<file path="src/hdl/slq_pkg.sv">
// Shared types and codes for the sorted list queue.
`default_nettype none

package slq_pkg;

  // Operation codes carried in the op field
  typedef enum logic [1:0] {
    OP_INSERT  = 2'd0,
    OP_REMOVE  = 2'd1,
    OP_POP_MIN = 2'd2,
    OP_POP_MAX = 2'd3
  } op_e;

  // Result status codes
  typedef enum logic [1:0] {
    ST_OK        = 2'd0,
    ST_FULL      = 2'd1,
    ST_NOT_FOUND = 2'd2,
    ST_EMPTY     = 2'd3
  } status_e;

  localparam int unsigned KeyWidth  = 8;
  localparam int unsigned FillWidth = 5;

  // One input item
  typedef struct packed {
    logic [1:0]                 op;
    logic signed [KeyWidth-1:0] key;
  } in_t;

  // One result item
  typedef struct packed {
    logic signed [KeyWidth-1:0] head_key;
    logic                       head_valid;
    logic [FillWidth-1:0]       fill;
    logic [1:0]                 status;
  } out_t;

  // Commands from the controller to the datapath
  typedef struct packed {
    logic    load;        // capture the accepted item and set up the pass
    logic    rd;          // issue a read at the scan position
    logic    wr_shift;    // write the read data one place over
    logic    wr_key;      // write the item key at the scan position
    logic    idx_dec;
    logic    idx_inc;
    logic    set_found;
    logic    occ_inc;
    logic    occ_dec;
    logic    set_status;
    status_e status;
    logic    out_load;    // load the result register
  } cmd_t;

  // Status from the datapath to the controller
  typedef struct packed {
    logic is_ins;
    logic is_popf;
    logic is_popb;
    logic empty;
    logic full;
    logic at_zero;   // scan position is zero
    logic at_end;    // scan position equals the count
    logic found;
    logic ge;        // read key is not smaller than the item key
    logic eq;        // read key equals the item key
  } stat_t;

endpackage

`default_nettype wire

</file>
<file path="src/hdl/sorted_list_queue_unit.sv">
// Top level of the sorted list queue: controller plus datapath.
//
//   channel | direction | handshake                | payload
//   --------+-----------+--------------------------+---------------------
//   in      | input     | in_valid_i / in_ready_o   | in_data_i  (in_t)
//   out     | output    | out_valid_o / out_ready_i | out_data_o (out_t)
//
// One operation at a time. Keys sit in a RAM with registered read, so each
// scanned entry is read, then compared and written. Insert scans down from the
// count to the insert position, remove and pop least scan up to the count, and
// pop greatest does not scan.
// Reset clears the count and the handshake state; no clearing pass.
// A finished result waits in the output register while the next item is
// taken; the following result stalls in the controller until that transfer.
`default_nettype none

module sorted_list_queue_unit
  import slq_pkg::*;
#(
  parameter int unsigned DEPTH = 16
) (
  input  wire logic clk_i,
  input  wire logic rst_ni,
  input  wire logic in_valid_i,
  output logic      in_ready_o,
  input  wire in_t  in_data_i,
  output logic      out_valid_o,
  input  wire logic out_ready_i,
  output out_t      out_data_o
);

  cmd_t  cmd;
  stat_t stat;

  slq_ctrl u_ctrl (
    .clk_i      (clk_i),
    .rst_ni     (rst_ni),
    .in_valid_i (in_valid_i),
    .in_ready_o (in_ready_o),
    .out_valid_o(out_valid_o),
    .out_ready_i(out_ready_i),
    .stat_i     (stat),
    .cmd_o      (cmd)
  );

  slq_dp #(
    .DEPTH(DEPTH)
  ) u_dp (
    .clk_i     (clk_i),
    .rst_ni    (rst_ni),
    .in_data_i (in_data_i),
    .cmd_i     (cmd),
    .stat_o    (stat),
    .out_data_o(out_data_o)
  );

endmodule

`default_nettype wire

</file>
<file path="src/hdl/slq_ram.sv">
// Generic single-write, single-read RAM with registered read data.
`default_nettype none

module slq_ram #(
  parameter int unsigned WIDTH = 8,
  parameter int unsigned DEPTH = 16
) (
  input  wire logic                     clk_i,
  input  wire logic                     we_i,
  input  wire logic [$clog2(DEPTH)-1:0] waddr_i,
  input  wire logic [WIDTH-1:0]         wdata_i,
  input  wire logic                     re_i,
  input  wire logic [$clog2(DEPTH)-1:0] raddr_i,
  output logic      [WIDTH-1:0]         rdata_o
);

  logic [WIDTH-1:0] mem_q [DEPTH];

  // Write port
  always_ff @(posedge clk_i) begin
    if (we_i) begin
      mem_q[waddr_i] <= wdata_i;
    end
  end

  // Registered read port
  always_ff @(posedge clk_i) begin
    if (re_i) begin
      rdata_o <= mem_q[raddr_i];
    end
  end

endmodule

`default_nettype wire

</file>
<file path="src/hdl/slq_dp.sv">
// Datapath of the sorted list queue: key store, count, scan index and result register.
`default_nettype none

module slq_dp
  import slq_pkg::*;
#(
  parameter int unsigned DEPTH = 16
) (
  input  wire logic clk_i,
  input  wire logic rst_ni,
  input  wire in_t  in_data_i,
  input  wire cmd_t cmd_i,
  output stat_t     stat_o,
  output out_t      out_data_o
);

  localparam int unsigned AW = $clog2(DEPTH);
  localparam int unsigned CW = $clog2(DEPTH + 1);
  localparam logic [CW-1:0] FullCnt = CW'(DEPTH);

  logic [1:0]                 op_q;
  logic signed [KeyWidth-1:0] key_q;
  logic signed [KeyWidth-1:0] head_q;
  logic [CW-1:0]              occ_q, occ_d;
  logic [CW-1:0]              idx_q, idx_d;
  logic                       found_q, found_d;
  status_e                    status_q, status_d;
  out_t                       out_q;

  logic                is_ins;
  logic [CW-1:0]       idx_m1;
  logic                ram_we;
  logic [AW-1:0]       ram_waddr;
  logic [AW-1:0]       ram_raddr;
  logic [KeyWidth-1:0] ram_wdata;
  logic [KeyWidth-1:0] ram_rdata;
  logic [CW+4:0]       occ_ext;

  assign is_ins = (op_q == OP_INSERT);
  assign idx_m1 = idx_q - CW'(1);

  // Select addresses: insert scans downward, remove and pop least scan upward
  assign ram_raddr = is_ins ? idx_m1[AW-1:0] : idx_q[AW-1:0];
  assign ram_we    = cmd_i.wr_shift | cmd_i.wr_key;
  assign ram_waddr = (cmd_i.wr_key || is_ins) ? idx_q[AW-1:0] : idx_m1[AW-1:0];
  assign ram_wdata = cmd_i.wr_key ? key_q : ram_rdata;

  slq_ram #(
    .WIDTH(KeyWidth),
    .DEPTH(DEPTH)
  ) u_ram (
    .clk_i  (clk_i),
    .we_i   (ram_we),
    .waddr_i(ram_waddr),
    .wdata_i(ram_wdata),
    .re_i   (cmd_i.rd),
    .raddr_i(ram_raddr),
    .rdata_o(ram_rdata)
  );

  // Report flags to the controller
  always_comb begin
    stat_o.is_ins  = is_ins;
    stat_o.is_popf = (op_q == OP_POP_MIN);
    stat_o.is_popb = (op_q == OP_POP_MAX);
    stat_o.empty   = (occ_q == '0);
    stat_o.full    = (occ_q == FullCnt);
    stat_o.at_zero = (idx_q == '0);
    stat_o.at_end  = (idx_q == occ_q);
    stat_o.found   = found_q;
    stat_o.ge      = ($signed(ram_rdata) >= key_q);
    stat_o.eq      = ($signed(ram_rdata) == key_q);
  end

  // Next count, index, found flag and status
  always_comb begin
    occ_d    = occ_q;
    idx_d    = idx_q;
    found_d  = found_q;
    status_d = status_q;
    if (cmd_i.load) begin
      found_d  = (in_data_i.op == OP_POP_MIN);
      status_d = ST_OK;
      if (in_data_i.op == OP_INSERT) begin
        idx_d = occ_q;
      end else if (in_data_i.op == OP_POP_MIN) begin
        idx_d = CW'(1);
      end else begin
        idx_d = '0;
      end
    end else begin
      if (cmd_i.idx_dec) idx_d = idx_m1;
      if (cmd_i.idx_inc) idx_d = idx_q + CW'(1);
      if (cmd_i.set_found) found_d = 1'b1;
      if (cmd_i.set_status) status_d = cmd_i.status;
    end
    if (cmd_i.occ_inc) occ_d = occ_q + CW'(1);
    if (cmd_i.occ_dec) occ_d = occ_q - CW'(1);
  end

  // Control registers
  always_ff @(posedge clk_i or negedge rst_ni) begin
    if (!rst_ni) begin
      occ_q    <= '0;
      idx_q    <= '0;
      found_q  <= 1'b0;
      status_q <= ST_OK;
    end else begin
      occ_q    <= occ_d;
      idx_q    <= idx_d;
      found_q  <= found_d;
      status_q <= status_d;
    end
  end

  // Hold the item payload
  always_ff @(posedge clk_i) begin
    if (cmd_i.load) begin
      op_q  <= in_data_i.op;
      key_q <= in_data_i.key;
    end
  end

  // Track the least key: any write to the first entry replaces it
  always_ff @(posedge clk_i) begin
    if (ram_we && (ram_waddr == '0)) begin
      head_q <= $signed(ram_wdata);
    end
  end

  // Result register; fill reports the count modulo 32
  assign occ_ext = {5'b0, occ_q};

  always_ff @(posedge clk_i) begin
    if (cmd_i.out_load) begin
      out_q.head_key   <= (occ_q != '0) ? head_q : '0;
      out_q.head_valid <= (occ_q != '0);
      out_q.fill       <= occ_ext[FillWidth-1:0];
      out_q.status     <= status_q;
    end
  end

  assign out_data_o = out_q;

endmodule

`default_nettype wire

</file>
<file path="src/hdl/slq_ctrl.sv">
// Controller of the sorted list queue: sequences the scan and the handshakes.
`default_nettype none

module slq_ctrl
  import slq_pkg::*;
(
  input  wire logic  clk_i,
  input  wire logic  rst_ni,
  input  wire logic  in_valid_i,
  output logic       in_ready_o,
  output logic       out_valid_o,
  input  wire logic  out_ready_i,
  input  wire stat_t stat_i,
  output cmd_t       cmd_o
);

  localparam logic [1:0] S_IDLE  = 2'd0;
  localparam logic [1:0] S_CHECK = 2'd1;
  localparam logic [1:0] S_EVAL  = 2'd2;
  localparam logic [1:0] S_RESP  = 2'd3;

  logic [1:0] state_q, state_d;
  logic       out_valid_q, out_valid_d;

  assign in_ready_o  = (state_q == S_IDLE);
  assign out_valid_o = out_valid_q;

  // Sequence one operation
  always_comb begin
    state_d = state_q;
    cmd_o   = '0;
    cmd_o.status = ST_OK;
    case (state_q)
      S_IDLE: begin
        if (in_valid_i) begin
          cmd_o.load = 1'b1;
          state_d    = S_CHECK;
        end
      end
      S_CHECK: begin
        if (stat_i.is_ins) begin
          if (stat_i.full) begin
            cmd_o.set_status = 1'b1;
            cmd_o.status     = ST_FULL;
            state_d          = S_RESP;
          end else if (stat_i.at_zero) begin
            cmd_o.wr_key  = 1'b1;
            cmd_o.occ_inc = 1'b1;
            state_d       = S_RESP;
          end else begin
            cmd_o.rd = 1'b1;
            state_d  = S_EVAL;
          end
        end else if (stat_i.is_popb) begin
          if (stat_i.empty) begin
            cmd_o.set_status = 1'b1;
            cmd_o.status     = ST_EMPTY;
          end else begin
            cmd_o.occ_dec = 1'b1;
          end
          state_d = S_RESP;
        end else if (stat_i.is_popf && stat_i.empty) begin
          cmd_o.set_status = 1'b1;
          cmd_o.status     = ST_EMPTY;
          state_d          = S_RESP;
        end else if (stat_i.at_end) begin
          // end of the upward scan
          if (stat_i.found) begin
            cmd_o.occ_dec = 1'b1;
          end else begin
            cmd_o.set_status = 1'b1;
            cmd_o.status     = ST_NOT_FOUND;
          end
          state_d = S_RESP;
        end else begin
          cmd_o.rd = 1'b1;
          state_d  = S_EVAL;
        end
      end
      S_EVAL: begin
        if (stat_i.is_ins) begin
          // shift keys not smaller than the new key up, drop the new key below them
          if (stat_i.ge) begin
            cmd_o.wr_shift = 1'b1;
            cmd_o.idx_dec  = 1'b1;
            state_d        = S_CHECK;
          end else begin
            cmd_o.wr_key  = 1'b1;
            cmd_o.occ_inc = 1'b1;
            state_d       = S_RESP;
          end
        end else begin
          // close the gap once the match is found
          if (stat_i.found) begin
            cmd_o.wr_shift = 1'b1;
          end else if (stat_i.eq) begin
            cmd_o.set_found = 1'b1;
          end
          cmd_o.idx_inc = 1'b1;
          state_d       = S_CHECK;
        end
      end
      S_RESP: begin
        if (!out_valid_q || out_ready_i) begin
          cmd_o.out_load = 1'b1;
          state_d        = S_IDLE;
        end
      end
      default: begin
        state_d = S_IDLE;
      end
    endcase
  end

  // Result valid: set on load, drop on transfer
  always_comb begin
    out_valid_d = out_valid_q;
    if (cmd_o.out_load) begin
      out_valid_d = 1'b1;
    end else if (out_ready_i) begin
      out_valid_d = 1'b0;
    end
  end

  always_ff @(posedge clk_i or negedge rst_ni) begin
    if (!rst_ni) begin
      state_q     <= S_IDLE;
      out_valid_q <= 1'b0;
    end else begin
      state_q     <= state_d;
      out_valid_q <= out_valid_d;
    end
  end

endmodule

`default_nettype wire

</file>
<file path="config.mk">
export PLATFORM = sky130hd
export DESIGN_NAME = sorted_list_queue_unit
export DESIGN_NICKNAME = d
export VERILOG_FILES = /design/src/hdl/slq_pkg.sv /design/src/hdl/sorted_list_queue_unit.sv /design/src/hdl/slq_ram.sv /design/src/hdl/slq_dp.sv /design/src/hdl/slq_ctrl.sv
export SDC_FILE = /design/constraint.sdc
export NUM_CORES = 1
export LEC_CHECK = 0
export BUFFER_PORTS_ARGS = -buffer_cell sky130_fd_sc_hd__buf_2
export CAP_MARGIN = 20
export CORE_MARGIN = 5
export CORE_UTILIZATION = 31
export CTS_BUF_LIST = sky130_fd_sc_hd__clkbuf_16
export DETAILED_ROUTE_END_ITERATION = 6
export PLACE_DENSITY_LB_ADDON = 0.15
export RECOVER_POWER = 100
export SYNTH_ARGS = -nofsm -noshare
export SYNTH_HDL_FRONTEND = slang
export SYNTH_HIERARCHICAL = 1
export SYNTH_SLANG_ARGS = --single-unit
export TNS_END_PERCENT = 30
</file>
<file path="constraint.sdc">
create_clock -name clk_i -period 4.9 [get_ports clk_i]
set_input_delay 0.735 -clock clk_i [delete_from_list [all_inputs] [get_ports clk_i]]
set_output_delay 0.735 -clock clk_i [all_outputs]
set_load 0.005 [all_outputs]
</file>
# Yosys cells after proc, flatten, opt, wreduce, memory -nomap -nowiden
# Memories as Yosys holds them, arrays and structs flattened. A register that Yosys moved wholly into a read port is not among the register bits.
# Index checks and enable logic that the tools add are counted.
[classes] n_addsub=4 n_lt_le_gt_ge=1 eq_ne=11 muxes=67 bitwise=1 reduce_logical=18
[op_table] op="1-bit 2-to-1 mux" count=35
[op_table] op="5-bit 2-to-1 mux" count=6
[op_table] op="2-bit 2-to-1 mux" count=11
[op_table] op="4-bit 2-to-1 mux" count=5
[op_table] op="3-bit 2-to-1 mux" count=6
[op_table] op="5-bit by 1-bit adder with 5-bit output (second input constant)" count=2
[op_table] op="2-bit equality test (second input constant)" count=5
[op_table] op="5-bit logical NOT" count=2
[op_table] op="5-bit by 1-bit subtractor with 5-bit output (second input constant)" count=2
[op_table] op="8-bit equality test" count=1
[op_table] op="8-bit greater-or-equal comparator" count=1
[op_table] op="8-bit 2-to-1 mux" count=1
[op_table] op="2-bit one-hot mux with 4 select lines" count=1
[op_table] op="2-bit nonzero test" count=4
[op_table] op="2-bit logical NOT" count=3
[op_table] op="5-bit equality test" count=1
[op_table] op="5-bit equality test (second input constant)" count=1
[op_table] op="5-bit nonzero test" count=1
[op_table] op="4-bit logical NOT" count=1
[op_table] op="1-bit one-hot mux with 2 select lines" count=2
[op_table] op="3-bit nonzero test" count=1
[op_table] op="2-bit by 1-bit equality test with 1-bit output (second input constant)" count=1
[op_table] op="1-bit logical AND" count=2
[op_table] op="1-bit logical OR" count=2
[op_table] op="other kinds (5)" count=5
[word_totals] ff_bits=50 ram_bits=128 input_bits=14 out_inout_bits=18 wordCells=116 mem_count=1
[memory_table] memory="u_dp.u_ram.mem_q" depth=16 word_bits=8 read_ports=1 rd_clocked_by_memory_dff=1 wr=1 line_no="slq_ram.sv:17" text="logic [WIDTH-1:0] mem_q [DEPTH];"

# Depth between registers and ports, before layout
[logic_depth] depth_word=9 ltp_mapped=15 ltp_nobuf=13

# By module
# Netlist, hierarchy kept.
[by_module_without_submodules] module="slq_ram" instances=1 cells_per_inst=229 area_per_inst_um2=5227.5 seq_area_each_um2=4083.9
[by_module_without_submodules] module="slq_dp" instances=1 cells_per_inst=213 area_per_inst_um2=2474.9 seq_area_each_um2=1346.3
[by_module_without_submodules] module="slq_ctrl" instances=1 cells_per_inst=52 area_per_inst_um2=397.9 seq_area_each_um2=75.1

# Worst setup path before layout
# OpenSTA, ideal clock, no wires.
[synth_timing] path_type="register to register" startpoint="register u_dp.idx_q[0]" endpoint="memory u_dp.u_ram.mem_q[0][0] (enable)" setup_time_ns=0.383 arrival_ns=3.393 setup_slack_ns=1.123 stages_incl_launch_ff=14 synth_period_minus_slack_ns=3.777 path_cell_list="dfrtp_1 > buf_2 > inv_2 > ha_1 > or3b_4 > nor2_1 > nand2_1 > o22ai_1 > and3_1 > buf_4 > clkbuf_1 > or2_2 > or3b_2 > nor3_1"
[synth_rtl] element="from (decl)" line_no="slq_dp.sv:25" text="logic [CW-1:0] idx_q, idx_d;"
[synth_rtl] element="from (signal assigned)" line_no="slq_dp.sv:110" text="idx_q <= idx_d;"
[synth_rtl] element="to (decl)" line_no="slq_ram.sv:17"

==> results.yml <==
place:
  dp_cells: 853
  placed_area_mm2: 0.00865
  gp_congestion: 0.797
  dp_hpwl_um: 11500
  portBuffers: 31
finish:
  finalNetCount: 570
  design_area_mm2: 0.00916
  final_cell_mix: "edfxtp_1 (170), nor2_1 (32), clkbuf_1 (29)"
  n_fill_cell: 2454
  stdcell_count: 884
  syn_to_final_growth_pct: 13.1
  drive_gt1_share_pct: 13.8
  final_common_cell: "edfxtp_1"
  antenna_cells: 0
timing:
  setup_viol: 0
  worstMarginPinSlew_ns: 1.23
  rsz0062_at_grt: "no"
  relSlewSlack_pct: 18.0
  min_period_ns: 4.27
  hold_viol: 0
  maxSlewViolCount: 0
  clock_skew_ns: 0.0158
  fin_setup_tns_ns: 0
  fmax_mhz: 234
  finalCritPeriodShare_pct: 87.2
synthesis:
  synth_seq_cells: 186
  seq_area_frac_synth_pct: 68.0
  synth_ff_type: "edfxtp_1"
  ys_types: 59
  syn_area_per_cell_um2: 16.4
  synth_area_mm2: 0.00810
  synth_edf_count: 170
  syn_inst: 494
  synthArstFlopShare_pct: 8.60
  syn_nets: 527
  yosysWarnings: 6
clock_network:
  cts.sinks: 186
  cts_buffers: 17
  clk_pin_slew_ns: 0.07
  hold_buffers: 0
  cts_tree: "yes"
  root_buffer: "clkbuf_16"
  cts_setup_buffers: 0
  cts.repair.resized: 0
  clockBufferDepth: 2
  htree_levels: 4
  clk_latency_ns: 0.43
routing:
  drt.antenna.violating_nets: 0
  via_per_inst: 4.80
  drt_iter0_markers: 239
  dr.pass1.iters: 4
  dr_total_vias: 4243
  wirelength_um: 17200
  drc_errors: 0
  wl_per_cell_um: 19.5
critical_path:
  start_kind: "flip-flop"
  cp_num_buf_inv: 2
  r2r_setup_slack_ns: 0.63
  required_ns: 4.96
  path_cells: "inv_1 -> ha_1 -> or3b_1 -> nor2_1 -> nand2_1 -> o22ai_1 -> and3_1 -> clkbuf_1 -> or2_2 -> or3b_2 -> nor2_1"
  reg2reg_to: "u_dp/u_ram/mem_q[1][2]"
  r2r_start: "u_dp/idx_q[0]"
  worstSetupPathType: "reg -> reg"
  arrival_ns: 4.33
  startpoint: "u_dp/idx_q[0]"
  path_max_fanout: 13
  path_common_cell: "nor2_1"
  path_depth: 11
  critPathTopFamily: "simple AND/OR/NAND/NOR gates"
  crit_end: "u_dp/u_ram/mem_q[1][2]"
  max_stage_delay_ns: 0.60
  cp-end-kind: "flip-flop"
  rr_worst_depth: 11
  cp_slowest_cell: "clkbuf_1"
grt:
  grt_max_degree: 33
  grt_pass1_wl_um: 27000
  grt_pass1_vias: 4473
  grt_overflow: 0
  antenna_found_initial: 0
  gr-usage-all-layers_pct: 12.3
power_and_ir_drop:
  peakVddDrop_mv: 0.362
  power.leakage_nw: 3.14
  powerDensity_mw_per_mm2: 602
floorplan:
  io_pins: 32
  initial_core_util_pct: 31.3
  die_area_mm2: 0.0295
  dieHeight_um: 172
  die_w_um: 172
  rows: 59
  core-area_mm2: 0.0259
status:
  status: "finished, final reports clean"
hold_path:
  hp-class: "in -> async"
run:
  maxCapViolCount: 0
==> through the flow <==
stage | hold WS (ns) | util (%) | setup WS, ns | power [W]
floorplan | 0.423 | - | 1.12 | 0.00370
global route | 0.452 | 35.4 | 0.392 | 0.00588
finish | 0.435 | 35.4 | 0.629 | 0.00551
detailed placement | 0.439 | 33.4 | 1.04 | 0.00428
global placement | 0.440 | 33.4 | 1.15 | 0.00425
CTS | 0.230 | 35.7 | 1.03 | 0.00565
==> power by group <==
| group | switching (W) | leakage, nW | internal, W |
|---|---|---|---|
| clock | 0.000662 | 0.288 | 0.000685 |
| sequential | 0.000160 | 1.74 | 0.00218 |
| combinational | 0.00112 | 1.10 | 0.000700 |
==> kinds of logic (layout without fill, tap and decap cells) <==
family | after synthesis | in the layout | share of synthesized area (%)
XOR/XNOR | 19 | 19 | 2.05
buffers and inverters | 45 | 100 | 3.04
AO/OA/AOI/OAI | 62 | 62 | 5.24
adder cells (fa/ha/maj) | 19 | 19 | 3.03
multiplexers | 42 | 42 | 10.9
AND/OR/NAND/NOR | 121 | 121 | 7.79
flip-flops | 186 | 186 | 68.0
==> flip-flops by register name (all words and copies together), names as in the netlist, 2 cells and up <==
signal	cells
u_dp/u_ram/mem_q	128
u_ctrl/state_q	2
u_dp/key_q	8
u_dp/u_ram/rdata_o	8
u_dp/out_data_o	16
u_dp/op_q	2
u_dp/occ_q	5
u_dp/idx_q	5
u_dp/head_q	8
u_dp/status_q	2
==> area by class of cell <==
cell class | count | area [µm²] | area share [%]
clock buffer | 17 | 425 | 4.64
clock inverter | 14 | 170 | 1.86
inverter | 21 | 78.8 | 0.860
multi-input combinational | 263 | 2350 | 25.7
sequential | 186 | 5510 | 60.1
tap | 335 | 419 | 4.58
timing repair buffer | 48 | 209 | 2.28
==> cell usage after synthesis (2+ instances only) <==
library cell / n / area [µm²]
inv_2: 2 / 7.51
nor4_1: 2 / 12.5
o21ai_1: 5 / 25.0
inv_1: 19 / 71.3
mux4_1: 14 / 368
nor3_1: 10 / 50.1
buf_6: 4 / 45.0
mux2_2: 7 / 78.8
nand3b_1: 2 / 15.0
a21oi_1: 12 / 60.1
a22oi_1: 16 / 120
and3b_1: 3 / 26.3
o21ai_0: 5 / 25.0
ha_1: 18 / 225
edfxtp_1: 170 / 5100
buf_2: 8 / 40.0
mux2i_1: 3 / 30.0
xnor2_1: 14 / 123
nand2_1: 25 / 93.8
a211oi_1: 2 / 15.0
nand3_1: 3 / 15.0
a21o_1: 3 / 22.5
clkdlybuf4s25_2: 3 / 30.0
and3_1: 3 / 18.8
and2_1: 5 / 31.3
nand2b_1: 6 / 37.5
xor2_1: 5 / 43.8
dfrtp_1: 16 / 400
nor3b_1: 2 / 15.0
nor2_1: 31 / 116
o22ai_1: 3 / 18.8
mux4_2: 18 / 405
buf_4: 5 / 37.5
a31oi_1: 3 / 18.8
clkbuf_1: 4 / 15.0
nand4_1: 4 / 25.0
nor2b_1: 15 / 93.8
o21a_1: 3 / 22.5
==> worst min path at each step <==
stage	from	to	slack [ns]	cells after the start
floorplan	u_dp/occ_q[0]	u_dp/out_data_o[2]	0.42	0
global placement	u_dp/status_q[0]	u_dp/out_data_o[0]	0.44	0
detailed placement	u_dp/status_q[0]	u_dp/out_data_o[0]	0.44	0
CTS	rst_ni	u_ctrl/out_valid_o	0.23	1
global route	in_data_i[6]	u_dp/key_q[6]	0.45	1
finish	rst_ni	u_dp/status_q[1]	0.43	1
==> per-layer routing <==
layer | part of all wire (%) | track usage [%]
met5 | 0 | 0
met4 | 1.4 | 3.79
met3 | 3.3 | 2.99
met2 | 48 | 19.8
met1 | 47 | 16.6
(Power assumes the default switching activity.)
